File: src/sv/rss_pkg.sv
// Shared types and constants of the rotated sprite sampler.
package rss_pkg;

  localparam int MaxWidth   = 64;
  localparam int MaxHeight  = 64;
  localparam int CoordBits  = 12;
  localparam int ColBits    = $clog2(MaxWidth);
  localparam int RowBits    = $clog2(MaxHeight);
  localparam int StoreDepth = MaxWidth * MaxHeight;
  localparam int AddrBits   = ColBits + RowBits;
  localparam int CellBits   = 24;

  localparam int HalfQ14    = 8192;
  localparam int HalfQ28    = 1 << 27;

  // Box terms: 7-bit size times Q2.14, sums of two such products
  localparam int ProdBits   = 24;
  localparam int DimBits    = 25;
  localparam int PosBits    = 15;

  // Cycles from a register write until the derived box is current
  localparam int SettleCycles = 3;

  typedef enum logic [2:0] {
    REG_SINE        = 3'd0,
    REG_COSINE      = 3'd1,
    REG_WIDTH       = 3'd2,
    REG_HEIGHT      = 3'd3,
    REG_POS_X       = 3'd4,
    REG_POS_Y       = 3'd5,
    REG_TRANSPARENT = 3'd6
  } cfg_reg_e;

  typedef enum logic {
    OP_WRITE  = 1'b0,
    OP_SAMPLE = 1'b1
  } op_e;

  typedef enum logic [1:0] {
    WM_NONE = 2'd0,
    WM_FULL = 2'd1,
    WM_CHAR = 2'd2
  } wmode_e;

  typedef struct packed {
    logic                        opcode;
    logic [5:0]                  cell_column;
    logic [5:0]                  cell_row;
    logic [7:0]                  cell_char;
    logic [15:0]                 cell_color;
    logic signed [CoordBits-1:0] screen_x;
    logic signed [CoordBits-1:0] screen_y;
  } in_t;

  typedef struct packed {
    logic       hit;
    logic [7:0] out_char;
    logic [15:0] out_color;
    logic [1:0] write_mode;
    logic [5:0] source_column;
    logic [5:0] source_row;
  } out_t;

  typedef struct packed {
    logic signed [15:0]          sine;
    logic signed [15:0]          cosine;
    logic [6:0]                  width;
    logic [6:0]                  height;
    logic signed [CoordBits-1:0] pos_x;
    logic signed [CoordBits-1:0] pos_y;
    logic [15:0]                 transparent;
  } cfg_t;

  typedef struct packed {
    logic signed [DimBits-1:0] min_x;
    logic signed [DimBits-1:0] min_y;
    logic signed [PosBits-1:0] left;
    logic signed [PosBits-1:0] top;
  } box_t;

  // Mapper result heading into the image store
  typedef struct packed {
    logic                valid;
    logic                opcode;
    logic                hit;
    logic [ColBits-1:0]  src_col;
    logic [RowBits-1:0]  src_row;
    logic [ColBits-1:0]  cell_col;
    logic [RowBits-1:0]  cell_row;
    logic [CellBits-1:0] cell_data;
  } map_t;

endpackage

File: src/sv/rss_geometry.sv
// Configuration registers and the pipelined rotated bounding box.
module rss_geometry (
  input  logic             clk_i,
  input  logic             rst_ni,
  input  logic             cfg_valid_i,
  input  logic [2:0]       cfg_index_i,
  input  logic [15:0]      cfg_data_i,
  output rss_pkg::cfg_t    cfg_o,
  output rss_pkg::box_t    box_o,
  output logic             busy_o
);
  import rss_pkg::*;

  localparam cfg_t CfgReset = '{
    sine:        '0,
    cosine:      16'sd16384,
    width:       '0,
    height:      '0,
    pos_x:       '0,
    pos_y:       '0,
    transparent: '0
  };

  cfg_t cfg_q, cfg_d;
  logic [1:0] settle_q, settle_d;

  logic signed [ProdBits-1:0] hs_q, hc_q, ws_q, wc_q;
  logic signed [DimBits-1:0]  min_x_q, max_x_q, min_y_q, max_y_q;
  box_t box_q;

  logic [6:0] sat_w, sat_h;

  function automatic logic signed [DimBits-1:0] min4(
    input logic signed [DimBits-1:0] a, input logic signed [DimBits-1:0] b,
    input logic signed [DimBits-1:0] c, input logic signed [DimBits-1:0] d);
    logic signed [DimBits-1:0] m;
    m = a;
    if (b < m) m = b;
    if (c < m) m = c;
    if (d < m) m = d;
    return m;
  endfunction

  function automatic logic signed [DimBits-1:0] max4(
    input logic signed [DimBits-1:0] a, input logic signed [DimBits-1:0] b,
    input logic signed [DimBits-1:0] c, input logic signed [DimBits-1:0] d);
    logic signed [DimBits-1:0] m;
    m = a;
    if (b > m) m = b;
    if (c > m) m = c;
    if (d > m) m = d;
    return m;
  endfunction

  assign sat_w = (cfg_data_i[6:0] > 7'(MaxWidth))  ? 7'(MaxWidth)  : cfg_data_i[6:0];
  assign sat_h = (cfg_data_i[6:0] > 7'(MaxHeight)) ? 7'(MaxHeight) : cfg_data_i[6:0];

  always_comb begin
    cfg_d    = cfg_q;
    settle_d = (settle_q != 2'd0) ? settle_q - 2'd1 : 2'd0;
    if (cfg_valid_i) begin
      settle_d = 2'(SettleCycles);
      case (cfg_index_i)
        REG_SINE:        cfg_d.sine        = cfg_data_i;
        REG_COSINE:      cfg_d.cosine      = cfg_data_i;
        REG_WIDTH:       cfg_d.width       = sat_w;
        REG_HEIGHT:      cfg_d.height      = sat_h;
        REG_POS_X:       cfg_d.pos_x       = cfg_data_i[CoordBits-1:0];
        REG_POS_Y:       cfg_d.pos_y       = cfg_data_i[CoordBits-1:0];
        REG_TRANSPARENT: cfg_d.transparent = cfg_data_i;
        default: ;
      endcase
    end
  end

  always_ff @(posedge clk_i or negedge rst_ni) begin
    if (!rst_ni) begin
      cfg_q    <= CfgReset;
      settle_q <= 2'(SettleCycles);
    end else begin
      cfg_q    <= cfg_d;
      settle_q <= settle_d;
    end
  end

  // Stage A: corner products
  always_ff @(posedge clk_i) begin
    hs_q <= $signed({1'b0, cfg_q.height}) * cfg_q.sine;
    hc_q <= $signed({1'b0, cfg_q.height}) * cfg_q.cosine;
    ws_q <= $signed({1'b0, cfg_q.width})  * cfg_q.sine;
    wc_q <= $signed({1'b0, cfg_q.width})  * cfg_q.cosine;
  end

  // Stage B: extents over the three corners and the origin
  always_ff @(posedge clk_i) begin
    min_x_q <= min4(-DimBits'(hs_q), DimBits'(wc_q) - DimBits'(hs_q), DimBits'(wc_q), '0);
    max_x_q <= max4(-DimBits'(hs_q), DimBits'(wc_q) - DimBits'(hs_q), DimBits'(wc_q), '0);
    min_y_q <= min4(DimBits'(hc_q), DimBits'(hc_q) + DimBits'(ws_q), DimBits'(ws_q), '0);
    max_y_q <= max4(DimBits'(hc_q), DimBits'(hc_q) + DimBits'(ws_q), DimBits'(ws_q), '0);
  end

  // Stage C: rounded box size, box centred on the object
  logic signed [DimBits:0]    span_x, span_y;
  logic [11:0]                box_w, box_h;
  logic signed [PosBits-1:0]  half_w, half_h, half_bw, half_bh;

  always_comb begin
    span_x  = (DimBits+1)'(max_x_q) - (DimBits+1)'(min_x_q) + (DimBits+1)'(HalfQ14);
    span_y  = (DimBits+1)'(max_y_q) - (DimBits+1)'(min_y_q) + (DimBits+1)'(HalfQ14);
    box_w   = span_x[DimBits:14];
    box_h   = span_y[DimBits:14];
    half_w  = $signed({9'd0, cfg_q.width[6:1]});
    half_h  = $signed({9'd0, cfg_q.height[6:1]});
    half_bw = $signed({4'd0, box_w[11:1]});
    half_bh = $signed({4'd0, box_h[11:1]});
  end

  always_ff @(posedge clk_i) begin
    box_q.min_x <= min_x_q;
    box_q.min_y <= min_y_q;
    box_q.left  <= PosBits'(cfg_q.pos_x) + half_w - half_bw;
    box_q.top   <= PosBits'(cfg_q.pos_y) + half_h - half_bh;
  end

  assign cfg_o  = cfg_q;
  assign box_o  = box_q;
  assign busy_o = (settle_q != 2'd0);

endmodule

File: config.mk
export PLATFORM = sky130hd
export DESIGN_NAME = rss_geometry
export DESIGN_NICKNAME = d
export VERILOG_FILES = /design/src/sv/rss_pkg.sv /design/src/sv/rss_geometry.sv
export SDC_FILE = /design/constraint.sdc
export NUM_CORES = 2
export LEC_CHECK = 0
export ABC_AREA = 1
export ABC_CLOCK_PERIOD_IN_PS = 17500
export BUFFER_PORTS_ARGS = -buffer_cell sky130_fd_sc_hd__clkbuf_2
export CAP_MARGIN = 5
export CELL_PAD_IN_SITES_DETAIL_PLACEMENT = 0
export CELL_PAD_IN_SITES_GLOBAL_PLACEMENT = 1
export CORE_MARGIN = 10
export CORE_UTILIZATION = 52
export CTS_BUF_LIST = sky130_fd_sc_hd__clkbuf_8
export DETAILED_ROUTE_END_ITERATION = 10
export HOLD_SLACK_MARGIN = 0.06
export PLACE_DENSITY_LB_ADDON = 0.1
export SYNTH_ARGS = -nofsm -noshare
export SYNTH_HDL_FRONTEND = slang
export SYNTH_SLANG_ARGS = --single-unit
export TNS_END_PERCENT = 30
File: constraint.sdc
create_clock -name clk_i -period 17.5 [get_ports clk_i]
set_input_delay 2.625 -clock clk_i [delete_from_list [all_inputs] [get_ports clk_i]]
set_output_delay 2.625 -clock clk_i [all_outputs]
set_load 0.03 [all_outputs]
==> results_dict.tcl <==
set metrics [dict create \
    status "complete, no violations" \
    cp-start-kind "register" \
    synth_mux_area_share_pct 0 \
    setup_viol 0 \
    synth_top_family_by_area "adder cells" \
    initial_core_util_pct 52.31 \
    worstPathMaxFanout 48 \
    yosysWarnings 0 \
    rows 102 \
    synthTopCellsByCount "nand2_1, inv_1, ha_1, fa_1, dfxtp_1" \
    synth_top_area_share_pct 17.72 \
    cts_sinks 362 \
    seq_area_frac_synth_pct 19.01 \
    wire_per_inst_um 18.46 \
    io_buffers 188 \
    synth_area_leaders "fa_1, ha_1, nand2_1" \
    slowest_delay_ps 790 \
    synth-compound-area-share_pct 8.642 \
    drt-vias-per-instance 5.141 \
    postCtsHoldBufs 0 \
    synthesis.area_um2 40450 \
    async_flop_share_pct 24.31 \
    pre_cts_ws_ps 9117 \
    critPathBufInv 6 \
    ys_seq_elements 362 \
    place_congestion 0.9671 \
    grt_usage_pct 28.24 \
    cp.depth 37 \
    synth_edf_count 0 \
    dieArea_um2 89350 \
    dieWidth_um 298.9 \
    numCtsBuffers 61 \
    setup_slack_ps 8870 \
    worst_path_most_repeated_cell "nand2_1" \
    critPathSlowestCell "nand2_1" \
    totalNegativeSetupSlack_ps 0 \
    postSynthCellCount 5564 \
    num-nets-final 6594 \
    hold_path_depth 0 \
    synth_area_leader_cell "fa_1" \
    worstSetupPathType "reg -> reg" \
    rsz0062_at_grt "false" \
    drt-total-wl_um 125300 \
    grt_max_degree 62 \
    ant_nets 0 \
    fill_cells 7680 \
    num_io_pins 189 \
    synth-simple-area-share_pct 21.18 \
    drive_above_1_share_pct 6.963 \
    placed_cell_area_um2 42230 \
    areaGrowthSynthToFinish_pct 8.169 \
    grt_overflow 0 \
    clk_path_buf_depth 3 \
    fin_area_um2 43760 \
    postCtsSetupRepairBufs 0 \
    fin_crit_ps 8630 \
    slew_headroom_pct 18.99 \
    finalHoldViolations 0 \
    antenna_found_initial 8 \
    seqCellArea_um2 7691 \
    min_path_type "reg -> reg" \
    die_h_um 298.9 \
    period_share_pct 49.31 \
    synthAdderAreaFrac_pct 33.83 \
    cts_resized 0 \
    multiInputGateArea_um2 27300 \
    tightest_slew_ps 1212 \
    drv_slew 0 \
    vias 34900 \
    finClkSkew_ps 66.94 \
    r2r_cells 37 \
    drtIter0Drc 2530 \
    htreeDepth 2 \
    synth_cell_type_count 51 \
    core_um2 77340 \
    clk_pin_slew_ps 70 \
    syn_area_per_cell_um2 7.270 \
    grt_pass1_wl_um 200500 \
    clk_latency_ps 730 \
    grt_pass1_vias 35210 \
    dp_hpwl_um 101800 \
    drc 0 \
    end_kind "register" \
    synthFlopType "dfxtp_1" \
    crit_required_ps 18080 \
    whs_ps 354.3 \
    worstPathArrival_ps 9210 \
    yosysMostFrequentCell "nand2_1" \
    dr.pass1.iters 5 \
    cts_tree "done" \
    maxCapViolations 0 \
    clock.fmax_mhz 115.9 \
    synthXorXnorAreaFrac_pct 3.789 \
    crit_family "simple AND/OR/NAND/NOR gates" \
    root_buffer "clkbuf_8" \
]
-- cell type report --
type	instances	area share [%]
clock buffers	71	2.233
multi-input cells	3777	62.38
diodes	4	0.02288
flip-flops and latches	362	17.58
clock inverters	44	1.227
well taps	1040	2.974
repair buffers	217	2.654
inverters	1274	10.93
-- routing by layer --
layer | global-route usage (%) | wire length (um) | vias to the layer above
met5 | 0 | 0 | -
met1 | 40.62 | 59000 | 16370
li1 | - | - | 17270
met2 | 44.19 | 54350 | 1116
met3 | 3.651 | 8689 | 148
met4 | 7.430 | 3295 | 0
-- cell usage in the layout, fill, tap and decap left out, drive strengths merged, types with 2 or more instances in the layout --
cell type and n:
nor3b 2, or2 2, a21oi 313, nand3b 5, a21boi 11, a211oi 6, conb 2, nor3 33
clkinv 10, nor2 232, dfstp 3, o31ai 3, dfxtp 274, o21a 12, diode 4, dfrtp 85
nand4 50, xor2 111, nand3 238, bufinv 11, and2 22, clkbuf 258, a31oi 3, o21ai 223
clkinvlp 4, o2111ai 2, o21bai 12, buf 30, inv 1293, ha 521, xnor2 64, o211ai 7
a21o 21, fa 358, nor4 9, nand2 1505, o221ai 4
-- sequential cells by signal, indices dropped and copies added (netlist names) --
name / cells
min_y_q: 25
ws_q: 24
cfg_o: 86
max_y_q: 25
settle_q: 2
box_o: 78
max_x_q: 25
wc_q: 24
min_x_q: 25
hs_q: 24
hc_q: 24
-- worst reg2reg max path, delay by kind of cell, from the launching register on --
kind | cells | cell delay, ps
adder cells (fa/ha/maj) | 4 | 1440
flip-flops | 1 | 340
AND/OR/NAND/NOR | 23 | 4360
AO/OA/AOI/OAI | 3 | 1150
XOR/XNOR | 1 | 180
buffers and inverters | 6 | 1020
-- stage by stage --
stage,utilization (%),instances
floorplan,-,5565
global placement,54.61,6670
finish,56.58,6789
detailed placement,54.61,6670
CTS,56.57,6785
global route,56.58,6789
-- cell families after synthesis --
group,after synthesis
AND/OR/NAND/NOR,2100
buffers and inverters,1426
adder cells (fa/ha/maj),879
AO/OA/AOI/OAI,621
flip-flops,362
XOR/XNOR,175
other,1
-- path summary, 6_finish.rpt --
path | startpoint | endpoint | slack [ps]
worst max-delay path | wc_q[0]$_DFF_P_ | max_x_q[7]$_SDFF_PN0_ | 8870
worst min-delay path | min_y_q[4]$_SDFF_PP0_ | box_o[34]$_DFF_P_ | 350
worst max register to register | wc_q[0]$_DFF_P_ | max_x_q[7]$_SDFF_PN0_ | 8870
worst min register to register | min_y_q[4]$_SDFF_PP0_ | box_o[34]$_DFF_P_ | 350
max in group asynchronous | rst_ni | cfg_o[81]$_DFFE_PN0P_ | 14370
min in group asynchronous | rst_ni | cfg_o[39]$_DFFE_PN0P_ | 1850
Power is left out: the tool's default activity adds up to more than one toggle a clock period on the data nets, which glitch-free logic cannot reach.
